$ cat config.mk
export PLATFORM = sky130hd
export DESIGN_NAME = curtain_motor_sequencer_top
export DESIGN_NICKNAME = d
export VERILOG_FILES = /design/src/hw/rtl/cms_pkg.sv /design/src/hw/rtl/cms_cfg_regs.sv /design/src/hw/rtl/cms_step.sv /design/src/hw/rtl/curtain_motor_sequencer_top.sv
export SDC_FILE = /design/constraint.sdc
export NUM_CORES = 1
export LEC_CHECK = 0
export BUFFER_PORTS_ARGS = -buffer_cell sky130_fd_sc_hd__buf_2
export CAP_MARGIN = 10
export CORE_ASPECT_RATIO = 0.7
export CORE_MARGIN = 3
export CORE_UTILIZATION = 60
export DETAILED_ROUTE_END_ITERATION = 8
export GPL_ROUTABILITY_DRIVEN = 0
export PLACE_DENSITY = 0.8
export SYNTH_ARGS = -nofsm -noshare
export SYNTH_HDL_FRONTEND = slang
export SYNTH_SLANG_ARGS = --single-unit
$ cat constraint.sdc
create_clock -name i_clk -period 11.3 [get_ports i_clk]
set_input_delay 1.13 -clock i_clk [delete_from_list [all_inputs] [get_ports i_clk]]
set_output_delay 1.13 -clock i_clk [all_outputs]
set_load 0.02 [all_outputs]
$ cat src/hw/rtl/cms_pkg.sv
// Shared types and constants of the curtain motor sequencer.
// Used by every module in hw/rtl; depends on nothing.
`default_nettype none

package cms_pkg;

    // Fixed field widths
    localparam int LUX_W      = 23;
    localparam int TIMER_W    = 18;
    localparam int LOCKOUT_W  = 19;
    localparam int RUN_W      = 8;
    localparam int SECS_W     = 17;
    localparam int APB_DATA_W = 32;
    localparam int APB_ADDR_W = 5;
    localparam int REG_IDX_W  = 3;

    // Motor commands and direction requests share one code space
    localparam logic [1:0] MOT_STOP  = 2'd0;
    localparam logic [1:0] MOT_OPEN  = 2'd1;
    localparam logic [1:0] MOT_CLOSE = 2'd2;

    // Sequence phase
    localparam logic [1:0] PH_IDLE    = 2'd0;
    localparam logic [1:0] PH_CLOSING = 2'd1;
    localparam logic [1:0] PH_OPENING = 2'd2;

    // Operating mode
    localparam logic [1:0] MODE_AUTO   = 2'd1;
    localparam logic [1:0] MODE_MANUAL = 2'd2;

    localparam logic [7:0]        PROX_CLOSED  = 8'hFF;
    localparam logic [SECS_W-1:0] SEC_PER_HOUR = 17'd3600;
    localparam logic [SECS_W-1:0] SEC_PER_MIN  = 17'd60;

    // Register indexes (byte address / 4)
    localparam logic [REG_IDX_W-1:0] REG_LUX_CLOSE = 3'd0;
    localparam logic [REG_IDX_W-1:0] REG_LUX_OPEN  = 3'd1;
    localparam logic [REG_IDX_W-1:0] REG_CLOSE_T   = 3'd2;
    localparam logic [REG_IDX_W-1:0] REG_OPEN_T    = 3'd3;
    localparam logic [REG_IDX_W-1:0] REG_LOCKOUT   = 3'd4;
    localparam logic [REG_IDX_W-1:0] REG_RUN       = 3'd5;

    typedef struct packed {
        logic [1:0]       direction_request;
        logic [1:0]       mode;
        logic [LUX_W-1:0] lux_centi;
        logic [7:0]       proximity;
        logic [4:0]       hour;
        logic [5:0]       minute;
    } t_in_item;

    typedef struct packed {
        logic [1:0] motor_drive;
        logic [1:0] sequence_res;
    } t_out_item;

    typedef struct packed {
        logic [LUX_W-1:0]         lux_close_below;
        logic [LUX_W-1:0]         lux_open_above;
        logic signed [TIMER_W-1:0] close_time_sec;
        logic signed [TIMER_W-1:0] open_time_sec;
        logic [LOCKOUT_W-1:0]     lockout_ticks;
        logic [RUN_W-1:0]         open_run_ticks;
    } t_cfg;

    typedef struct packed {
        logic [1:0]       last_direction;
        logic [1:0]       phase;
        logic [RUN_W-1:0] run_count;
        logic [1:0]       motor_state;
    } t_core_state;

endpackage

`default_nettype wire

$ cat src/hw/rtl/cms_cfg_regs.sv
// Configuration register file behind the APB-style port.
// Depends on cms_pkg.
`default_nettype none

module cms_cfg_regs (
    input  wire logic                           i_clk,
    input  wire logic                           i_rst_n,
    input  wire logic                           psel,
    input  wire logic                           penable,
    input  wire logic                           pwrite,
    input  wire logic [cms_pkg::APB_ADDR_W-1:0] paddr,
    input  wire logic [cms_pkg::APB_DATA_W-1:0] pwdata,
    output logic      [cms_pkg::APB_DATA_W-1:0] prdata,
    output logic                                pready,
    output cms_pkg::t_cfg                       o_cfg
);

    cms_pkg::t_cfg                       r_cfg;
    logic [cms_pkg::REG_IDX_W-1:0]       idx;
    logic                                wr_en;

    assign idx    = paddr[cms_pkg::APB_ADDR_W-1:2];
    assign wr_en  = psel && penable && pwrite;
    assign pready = 1'b1;
    assign o_cfg  = r_cfg;

    always_ff @(posedge i_clk) begin
        if (!i_rst_n) begin
            r_cfg.lux_close_below <= 23'd100;
            r_cfg.lux_open_above  <= 23'd1000;
            r_cfg.close_time_sec  <= -18'sd1;
            r_cfg.open_time_sec   <= -18'sd1;
            r_cfg.lockout_ticks   <= 19'd396000;
            r_cfg.open_run_ticks  <= 8'd50;
        end else if (wr_en) begin
            case (idx)
                cms_pkg::REG_LUX_CLOSE: r_cfg.lux_close_below <= pwdata[cms_pkg::LUX_W-1:0];
                cms_pkg::REG_LUX_OPEN:  r_cfg.lux_open_above  <= pwdata[cms_pkg::LUX_W-1:0];
                cms_pkg::REG_CLOSE_T:   r_cfg.close_time_sec  <= pwdata[cms_pkg::TIMER_W-1:0];
                cms_pkg::REG_OPEN_T:    r_cfg.open_time_sec   <= pwdata[cms_pkg::TIMER_W-1:0];
                cms_pkg::REG_LOCKOUT:   r_cfg.lockout_ticks   <= pwdata[cms_pkg::LOCKOUT_W-1:0];
                cms_pkg::REG_RUN:       r_cfg.open_run_ticks  <= pwdata[cms_pkg::RUN_W-1:0];
                default: ;
            endcase
        end
    end

    // Read back; timers sign-extend
    always_comb begin
        case (idx)
            cms_pkg::REG_LUX_CLOSE: prdata = 32'(r_cfg.lux_close_below);
            cms_pkg::REG_LUX_OPEN:  prdata = 32'(r_cfg.lux_open_above);
            cms_pkg::REG_CLOSE_T:   prdata = 32'(r_cfg.close_time_sec);
            cms_pkg::REG_OPEN_T:    prdata = 32'(r_cfg.open_time_sec);
            cms_pkg::REG_LOCKOUT:   prdata = 32'(r_cfg.lockout_ticks);
            cms_pkg::REG_RUN:       prdata = 32'(r_cfg.open_run_ticks);
            default:                prdata = '0;
        endcase
    end

endmodule

`default_nettype wire

$ cat src/hw/rtl/cms_step.sv
// Next-state logic for one tick: lockout counters, running sequences and start rules.
// Purely combinational; depends on cms_pkg.
`default_nettype none

module cms_step #(
    parameter int LOCKOUT_BITS = 19
) (
    input  wire cms_pkg::t_cfg         i_cfg,
    input  wire cms_pkg::t_in_item     i_item,
    input  wire cms_pkg::t_core_state  i_state,
    input  wire logic [LOCKOUT_BITS-1:0] i_close_since,
    input  wire logic [LOCKOUT_BITS-1:0] i_open_since,
    output cms_pkg::t_core_state       o_state,
    output logic [LOCKOUT_BITS-1:0]    o_close_since,
    output logic [LOCKOUT_BITS-1:0]    o_open_since,
    output cms_pkg::t_out_item         o_result
);

    localparam int CmpW = (LOCKOUT_BITS > cms_pkg::LOCKOUT_W) ? LOCKOUT_BITS
                                                              : cms_pkg::LOCKOUT_W;

    logic [LOCKOUT_BITS-1:0]     close_inc;
    logic [LOCKOUT_BITS-1:0]     open_inc;
    logic                        close_ok;
    logic                        open_ok;
    logic [cms_pkg::SECS_W-1:0]  secs;
    logic [cms_pkg::TIMER_W-1:0] close_diff;
    logic [cms_pkg::TIMER_W-1:0] open_diff;
    logic                        close_hit;
    logic                        open_hit;
    logic                        want_close;
    logic                        want_open;

    // Saturating tick counters since each sequence last started
    assign close_inc = (&i_close_since) ? i_close_since : i_close_since + 1'b1;
    assign open_inc  = (&i_open_since)  ? i_open_since  : i_open_since  + 1'b1;

    assign close_ok = !(CmpW'(close_inc) < CmpW'(i_cfg.lockout_ticks));
    assign open_ok  = !(CmpW'(open_inc)  < CmpW'(i_cfg.lockout_ticks));

    // Seconds of day; a negative difference wraps above one, so only 0 or 1 hits
    assign secs = cms_pkg::SECS_W'(i_item.hour) * cms_pkg::SEC_PER_HOUR
                + cms_pkg::SECS_W'(i_item.minute) * cms_pkg::SEC_PER_MIN;
    assign close_diff = {1'b0, secs} - i_cfg.close_time_sec;
    assign open_diff  = {1'b0, secs} - i_cfg.open_time_sec;
    assign close_hit  = !i_cfg.close_time_sec[cms_pkg::TIMER_W-1]
                        && (close_diff[cms_pkg::TIMER_W-1:1] == '0);
    assign open_hit   = !i_cfg.open_time_sec[cms_pkg::TIMER_W-1]
                        && (open_diff[cms_pkg::TIMER_W-1:1] == '0);

    // Rule selection; a refused close does not fall through to open
    always_comb begin
        want_close = 1'b0;
        want_open  = 1'b0;
        if (i_item.mode == cms_pkg::MODE_AUTO) begin
            if (i_item.lux_centi < i_cfg.lux_close_below) begin
                want_close = 1'b1;
            end else if (i_item.lux_centi > i_cfg.lux_open_above) begin
                want_open = 1'b1;
            end
        end else if (i_item.mode == cms_pkg::MODE_MANUAL) begin
            if (close_hit) begin
                want_close = 1'b1;
            end else if (open_hit) begin
                want_open = 1'b1;
            end
        end
    end

    always_comb begin
        o_state       = i_state;
        o_close_since = close_inc;
        o_open_since  = open_inc;
        case (i_state.phase)
            cms_pkg::PH_CLOSING: begin
                if (i_item.proximity == cms_pkg::PROX_CLOSED) begin
                    o_state.motor_state = cms_pkg::MOT_STOP;
                    o_state.phase       = cms_pkg::PH_IDLE;
                end
            end
            cms_pkg::PH_OPENING: begin
                if (i_state.run_count <= 8'd1) begin
                    o_state.run_count   = '0;
                    o_state.motor_state = cms_pkg::MOT_STOP;
                    o_state.phase       = cms_pkg::PH_IDLE;
                end else begin
                    o_state.run_count = i_state.run_count - 1'b1;
                end
            end
            default: begin
                if (i_item.direction_request != i_state.last_direction) begin
                    o_state.last_direction = i_item.direction_request;
                    // Direction three is recorded but leaves the motor alone
                    if (i_item.direction_request <= cms_pkg::MOT_CLOSE) begin
                        o_state.motor_state = i_item.direction_request;
                    end
                end else if (want_close && close_ok) begin
                    o_state.motor_state = cms_pkg::MOT_CLOSE;
                    o_state.phase       = cms_pkg::PH_CLOSING;
                    o_close_since       = '0;
                end else if (want_open && open_ok) begin
                    o_state.motor_state = cms_pkg::MOT_OPEN;
                    o_state.phase       = cms_pkg::PH_OPENING;
                    o_state.run_count   = i_cfg.open_run_ticks;
                    o_open_since        = '0;
                end
            end
        endcase
    end

    assign o_result.motor_drive  = o_state.motor_state;
    assign o_result.sequence_res = o_state.phase;

endmodule

`default_nettype wire

$ cat src/hw/rtl/curtain_motor_sequencer_top.sv
// Top level of the curtain motor sequencer: item pipeline, sequencer state, config port.
// Depends on cms_pkg, cms_cfg_regs and cms_step.
//
//   channel   direction  handshake                       payload
//   --------  ---------  ------------------------------  ----------------------
//   in        sink       i_in_valid / o_in_stall         i_in_item  (t_in_item)
//   out       source     o_out_valid / i_out_stall       o_out_item (t_out_item)
//   config    slave      psel, penable, pwrite, pready   paddr, pwdata, prdata
//
// Throughput is one tick item per clock while the output is not stalled. The item is
// captured in the input register, then one pass of the step logic updates the
// sequencer state and loads the result register in the same edge.
// Reset (i_rst_n low at a rising edge) empties both registers, puts the motor
// at stop with no sequence running, and marks both lockouts as expired.
// A stall on the output holds the result register; the input register keeps
// filling until it too holds an item, and only then is o_in_stall raised.
// Every tick item yields exactly one result item.
`default_nettype none

module curtain_motor_sequencer_top #(
    parameter int LOCKOUT_BITS = 19
) (
    input  wire logic                           i_clk,
    input  wire logic                           i_rst_n,
    // tick items in
    input  wire logic                           i_in_valid,
    output logic                                o_in_stall,
    input  wire cms_pkg::t_in_item              i_in_item,
    // results out
    output logic                                o_out_valid,
    input  wire logic                           i_out_stall,
    output cms_pkg::t_out_item                  o_out_item,
    // configuration
    input  wire logic                           psel,
    input  wire logic                           penable,
    input  wire logic                           pwrite,
    input  wire logic [cms_pkg::APB_ADDR_W-1:0] paddr,
    input  wire logic [cms_pkg::APB_DATA_W-1:0] pwdata,
    output logic      [cms_pkg::APB_DATA_W-1:0] prdata,
    output logic                                pready
);

    cms_pkg::t_cfg         cfg;

    // Input register
    logic                  r_in_valid;
    cms_pkg::t_in_item     r_in_item;

    // Result register
    logic                  r_out_valid;
    cms_pkg::t_out_item    r_out_item;

    // Sequencer state and its next value
    cms_pkg::t_core_state  r_state;
    cms_pkg::t_core_state  n_state;
    logic [LOCKOUT_BITS-1:0] r_close_since;
    logic [LOCKOUT_BITS-1:0] n_close_since;
    logic [LOCKOUT_BITS-1:0] r_open_since;
    logic [LOCKOUT_BITS-1:0] n_open_since;
    cms_pkg::t_out_item    n_out_item;

    logic                  out_free;
    logic                  advance;
    logic                  in_take;

    cms_cfg_regs u_cfg (
        .i_clk   (i_clk),
        .i_rst_n (i_rst_n),
        .psel    (psel),
        .penable (penable),
        .pwrite  (pwrite),
        .paddr   (paddr),
        .pwdata  (pwdata),
        .prdata  (prdata),
        .pready  (pready),
        .o_cfg   (cfg)
    );

    cms_step #(
        .LOCKOUT_BITS (LOCKOUT_BITS)
    ) u_step (
        .i_cfg         (cfg),
        .i_item        (r_in_item),
        .i_state       (r_state),
        .i_close_since (r_close_since),
        .i_open_since  (r_open_since),
        .o_state       (n_state),
        .o_close_since (n_close_since),
        .o_open_since  (n_open_since),
        .o_result      (n_out_item)
    );

    // The result register can load when it is empty or being drained
    assign out_free   = !r_out_valid || !i_out_stall;
    // Move the held item through the step logic into the result register
    assign advance    = r_in_valid && out_free;
    // Stall only when the input register holds an item that cannot move on
    assign o_in_stall = r_in_valid && !out_free;
    assign in_take    = i_in_valid && !o_in_stall;

    always_ff @(posedge i_clk) begin
        if (!i_rst_n) begin
            r_in_valid <= 1'b0;
        end else if (in_take) begin
            r_in_valid <= 1'b1;
        end else if (advance) begin
            r_in_valid <= 1'b0;
        end
    end

    always_ff @(posedge i_clk) begin
        if (in_take) begin
            r_in_item <= i_in_item;
        end
    end

    // Commit state exactly once per item, as it enters the result register
    always_ff @(posedge i_clk) begin
        if (!i_rst_n) begin
            r_out_valid            <= 1'b0;
            r_state.last_direction <= cms_pkg::MOT_STOP;
            r_state.phase          <= cms_pkg::PH_IDLE;
            r_state.run_count      <= '0;
            r_state.motor_state    <= cms_pkg::MOT_STOP;
            r_close_since          <= '1;
            r_open_since           <= '1;
        end else if (advance) begin
            r_out_valid   <= 1'b1;
            r_state       <= n_state;
            r_close_since <= n_close_since;
            r_open_since  <= n_open_since;
        end else if (!i_out_stall) begin
            r_out_valid <= 1'b0;
        end
    end

    always_ff @(posedge i_clk) begin
        if (advance) begin
            r_out_item <= n_out_item;
        end
    end

    assign o_out_valid = r_out_valid;
    assign o_out_item  = r_out_item;

endmodule

`default_nettype wire

==> results.md, run 1 <==
* Die Width at 193 microns
* Clock root buffer: clkbuf_16
* DR vias/cell at 6.29
* Die Ht at 137 microns
* Final slew viol count at 0
* Final Setup Violations at 0
* Num CTS Buffers at 22
* Power Dens Cells at 169 nW/um^2
* Fill cells at 1,980
* Reg clk slew, reported paths at 0.07 ns
* Commonest non-fill, non-tap cell in the layout: nand2_1
* CTS tree: done
* Buffers plus inverters on the worst setup path at 2
* Residual DRC at 0
* Slowest cell on crit path: nor3b_4
* Drt initial violations at 1,336
* Worst EP required at 11.71 ns
* Synth unique cells at 82
* Final nets at 2,083
* Skew-Pair Late Insertion Delay at 0.53 ns
* Post-CTS Resized at 0
* Prevailing post-synth register cell: dfxtp_1
* Clock skew at 0.0146 ns
* Synth warn at 0
* CP delay by family, top: adder cells
* Crit path arrival time at 8.58 ns
* Share of synthesized flip-flops with an asynchronous set or reset at 0
* Post-Syn Area per Cell at 8.35 sq um
* Syn Inst Count at 1,762
* Drt wl/cell at 19.4 microns
* P_leak at 7.13 nW
* Die area at 26,500 sq um
* Non-filler instance count after layout at 2,157
* Number of synthesized flops with an enable pin at 50
* Flops & latches, synth at 213
* I/O pin cnt at 129
* Initial antenna violation count at 1
* Syn nets at 2,023
* H-tree levels at 1
* Kind of critical path: flop to flop
* Routed Antenna Nets at 0
* Period utilisation layout at 0.723
* Largest net degree at the start of global routing at 82
* Final core utilization at 0.676
* Setup bufs post-CTS at 0
* Total negative slack at 0 ns
* TritonCTS Sinks at 213
* RSZ-0062 raised after global routing: false
* First-pass GRT wire length at 65,500 microns
* Sequential fraction of the synthesis area at 0.324
* GRT Total Usage at 0.305
* Placed cells at 2,116
* Most frequent cells in the layout: 261 x nand2_1, 163 x dfxtp_1, 162 x inv_1, 158 x ha_1, 133 x a21oi_1
* Max-cap viol count at 0
* Routed via count at 13,600
* Hpwl dp at 31,300 microns
* Area delta synth->final at 9.57%
* Final Hold Slack at 0.458 ns
* Pin slew with the least headroom to its limit at 1.11 ns
* VDD IR max at 0.127 mV
* Period minus WS final at 8.17 ns
* Cts hold-fix bufs at 0
* Layout cell share with drive strength beyond 1 at 0.111
* First-pass DRT Iterations at 6
* Run status: finished, final reports clean
* Startpoint Class: flop
* Synthesized area at 14,700 sq um
* Core Region at 23,900 sq um
* PortBufs at 116
* Fmax at 122 MHz
* # rows at 47
* Clock buffer depth at 3
* Hold WC Path Type: flop to flop
* Initial core utilization at 0.617
* Crit-path max FO at 24
* Peak per-stage delay on the critical path at 0.83 ns
* Final Hold Viols at 0
* Rel. slew slack at 0.257
* Worst Setup End Kind: flop
* Overall power at 2.72 mW
* Detailed Route WL at 41,800 microns
* Total gr overflow at 0
* Vias in the first global route at 12,400
layout make-up:
cell class	count	area, sq um	area share
inverter	164	616	0.0382
clock inverter	7	42.5	0.00264
multi-input combinational	1295	8970	0.556
tap	318	398	0.0247
antenna	1	2.50	0.000155
sequential	213	4760	0.295
timing repair buffer	126	656	0.0406
clock buffer	33	683	0.0424
tightest hold or removal path: stages (launching register included):
cell and delay (ns):
dfxtp_1 0.31, nand2_1 0.05, a21oi_1 0.05
report_power, final:
group	switching [mW]	internal, mW	total (mW)
clock	0.315	0.419	0.734
combinational	0.710	0.442	1.15
sequential	0.0280	0.808	0.836
total	1.05	1.67	2.72
logic make-up after synthesis:
family | count (synthesis) | synth area share
AND/OR/NAND/NOR | 572 | 0.182
AO/OA/AOI/OAI | 443 | 0.198
buffers and inverters | 254 | 0.0685
flip-flops | 213 | 0.324
adder cells (fa/ha/maj) | 171 | 0.152
XOR/XNOR | 65 | 0.0387
multiplexers | 43 | 0.0371
other | 1 | 0.000255
metal layers:
metal	up-vias	wire length [microns]	track usage
li1	6390	-	-
met1	6372	18600	0.452
met2	733	17200	0.447
met3	80	4850	0.0655
met4	0	1080	0.0895
met5	-	0	0
flip-flops by register name, summed over array words and instances, names as in the netlist:
| name | flops |
|---|---|
| o_out_item | 4 |
| o_out_valid | 1 |
| r_close_since | 19 |
| r_in_item | 46 |
| r_in_valid | 1 |
| r_open_since | 19 |
| r_state | 14 |
| u_cfg.o_cfg | 109 |
metrics by stage:
| step | instance area (sq um) | setup WS, ns |
|---|---|---|
| detailed placement | 15400 | 3.23 |
| finish | 16100 | 3.13 |
| global placement | 15400 | 3.37 |
| CTS | 16100 | 3.20 |
| floorplan | 14700 | 4.72 |
| global route | 16100 | 2.66 |
final timing paths:
| kind | from | to | slack [ns] | cells after the start |
|---|---|---|---|---|
| worst max-delay path | r_in_item[0] | r_close_since[0] | 3.13 | 26 |
| worst min-delay path | u_cfg.o_cfg[9] | u_cfg.o_cfg[9] | 0.46 | 2 |
| worst max register to register | r_in_item[0] | r_close_since[0] | 3.13 | 26 |
| worst min register to register | u_cfg.o_cfg[9] | u_cfg.o_cfg[9] | 0.46 | 2 |
synth_stat cells, types with 16 or more instances:
cell type	n	area share
o21ai_0	66	0.022
ha_1	158	0.13
edfxtp_1	50	0.10
nand3_1	68	0.023
dfxtp_1	163	0.22
xor2_1	25	0.015
mux2i_1	32	0.022
nor2_1	90	0.023
inv_1	163	0.042
clkbuf_1	66	0.017
nor3_1	16	0.0054
xnor2_1	40	0.024
a21o_1	34	0.017
a21oi_1	133	0.045
nand2_1	261	0.067
o211ai_1	70	0.036
nand4_1	37	0.016
No activity file was read; power rests on OpenSTA's default activity.
==> run 2, diff against run 1 <==
Settings changed: CORE_UTILIZATION 60 to 55, PLACE_DENSITY 0.8 to 0.77.
Clock period 11.3 ns to 7.4 ns, I/O delays scaled along.
==> results.md, run 2 (same netlist as run 1, synthesis figures left out) <==
* Run status: finished, final reports clean
* Clock buffer depth at 3
* Power Dens Cells at 256 nW/um^2
* First-pass DRT Iterations at 7
* Routed via count at 13,500
* Period utilisation layout at 0.957
* Detailed Route WL at 42,200 microns
* GRT Total Usage at 0.284
* Fill cells at 2,241
* Buffers plus inverters on the worst setup path at 3
* Die Ht at 143 microns
* Crit-path max FO at 15
* Multi-input gate area at 9020 sq um
* Hold WC Path Type: input pin to flop
* Placement Setup Slack at 0.254 ns
* Startpoint Class: flop
* Residual DRC at 0
* H-tree levels at 1
* Die area at 28,800 sq um
* Slowest cell on crit path: or4_1
* CTS tree: done
* First-pass GRT wire length at 66,600 microns
* Initial core utilization at 0.566
* Total negative slack at 0 ns
* Clock skew at 0.0132 ns
* Skew-Pair Late Insertion Delay at 0.52 ns
* Clock root buffer: clkbuf_16
* Fin worst setup slack at 0.315 ns
* Rel. slew slack at 0.242
* Final slew viol count at 0
* Hold Path Sink: r_in_item[29]
* Most frequent cells in the layout: 261 x nand2_1, 163 x dfxtp_1, 162 x inv_1, 158 x ha_1, 131 x a21oi_1
* Layout cell share with drive strength beyond 1 at 0.116
* Area delta synth->final at 11.0%
* Worst reg2reg path endpoint: r_close_since[0]
* Hold_sp: i_in_item[29]
* Final Hold Viols at 0
* Worst r2r path cells at 26
* R2r setup slk at 0.31 ns
* Storage cell area at 4760 sq um
* Drt wl/cell at 19.1 microns
* Worst path most repeated cell: fa_1
* Non-filler instance count after layout at 2,209
* Hold path cells at 1
* Kind of critical path: flop to flop
* Hpwl dp at 31,500 microns
* PortBufs at 116
* TritonCTS Sinks at 213
* Die Width at 202 microns
* Max-cap viol count at 0
* Final Hold Slack at 0.394 ns
* Worst EP required at 7.80 ns
* VDD IR max at 0.182 mV
* Fmax at 141 MHz
* Final nets at 2,097
* RSZ-0062 raised after global routing: false
* Initial antenna violation count at 0
* Cts hold-fix bufs at 0
* P_leak at 7.21 nW
* I/O pin cnt at 129
* Period minus WS final at 7.09 ns
* Placed cells at 2,166
* Routed Antenna Nets at 0
* Core Region at 26,000 sq um
* # diodes at 0
* Area after DPL at 15,600 sq um
* Largest net degree at the start of global routing at 62
* Drt initial violations at 1,546
* Commonest non-fill, non-tap cell in the layout: nand2_1
* Reg clk slew, reported paths at 0.07 ns
* Final Setup Violations at 0
* Origin of the critical flop-to-flop path: r_in_item[1]
* Worst Setup End Kind: flop
* Total gr overflow at 0
* CP delay by family, top: adder cells
* Pin slew with the least headroom to its limit at 1.14 ns
* Peak per-stage delay on the critical path at 0.59 ns
* Num CTS Buffers at 22
* Vias in the first global route at 12,600
* Final core utilization at 0.629
* # rows at 49
* Crit path arrival time at 7.48 ns
* Largest register FFs at 109
* DR vias/cell at 6.10
* Overall power at 4.18 mW
* Post-route cell area at 16,300 sq um
-- run 2: changes by cell type in the layout (fill, tap and decap cells not counted), sizes merged --
| cell | previous run | this run |
|---|---|---|
| buf | 126 | 140 |
| bufinv | 0 | 1 |
| clkinv | 7 | 8 |
| diode | 1 | 0 |
| clkbuf | 33 | 32 |
| inv | 164 | 163 |
-- run 2: how the worst max path moves through the flow --
stage | endpoint | cells after the start | slack (ns) | from
6_report | r_close_since[0] | 26 | 0.31 | r_in_item[1]
5_1_grt | r_open_since[0] | 25 | 0.05 | r_in_item[0]
4_1_cts | r_close_since[0] | 26 | 0.21 | r_in_item[1]
3_5_place_dp | r_close_since[0] | 26 | 0.25 | r_in_item[1]
3_3_place_gp | r_close_since[0] | 26 | 0.38 | r_in_item[1]
2_1_floorplan | o_out_item[1] | 27 | 0.82 | r_in_item[0]
-- run 2: cell type report --
class,count,area share
inverters,164,0.0377
repair buffers,140,0.0481
flip-flops and latches,213,0.292
multi-input cells,1295,0.552
clock buffers,32,0.0399
clock inverters,8,0.00367
well taps,357,0.0273
-- run 2: power breakdown --
part	internal (mW)	total, mW	switching [mW]	leakage (nW)
Sequential	1.23	1.27	0.0407	1.81
Combinational	0.701	1.79	1.09	5.05
Clock	0.646	1.12	0.471	0.348
Total	2.58	4.18	1.60	7.21
-- run 2: layer usage --
metal / track usage / up-vias / wire [microns]
met5: 0.00974 / - / 38
li1: - / 6422 / -
met3: 0.0574 / 83 / 4600
met1: 0.422 / 6283 / 19200
met2: 0.420 / 687 / 17100
met4: 0.0800 / 2 / 1170
-- run 2: what timing repair did --
item                                    CTS  global route
gates resized for setup                   0            11
buffers inserted                          0             3
endpoints found under the setup margin    0            54
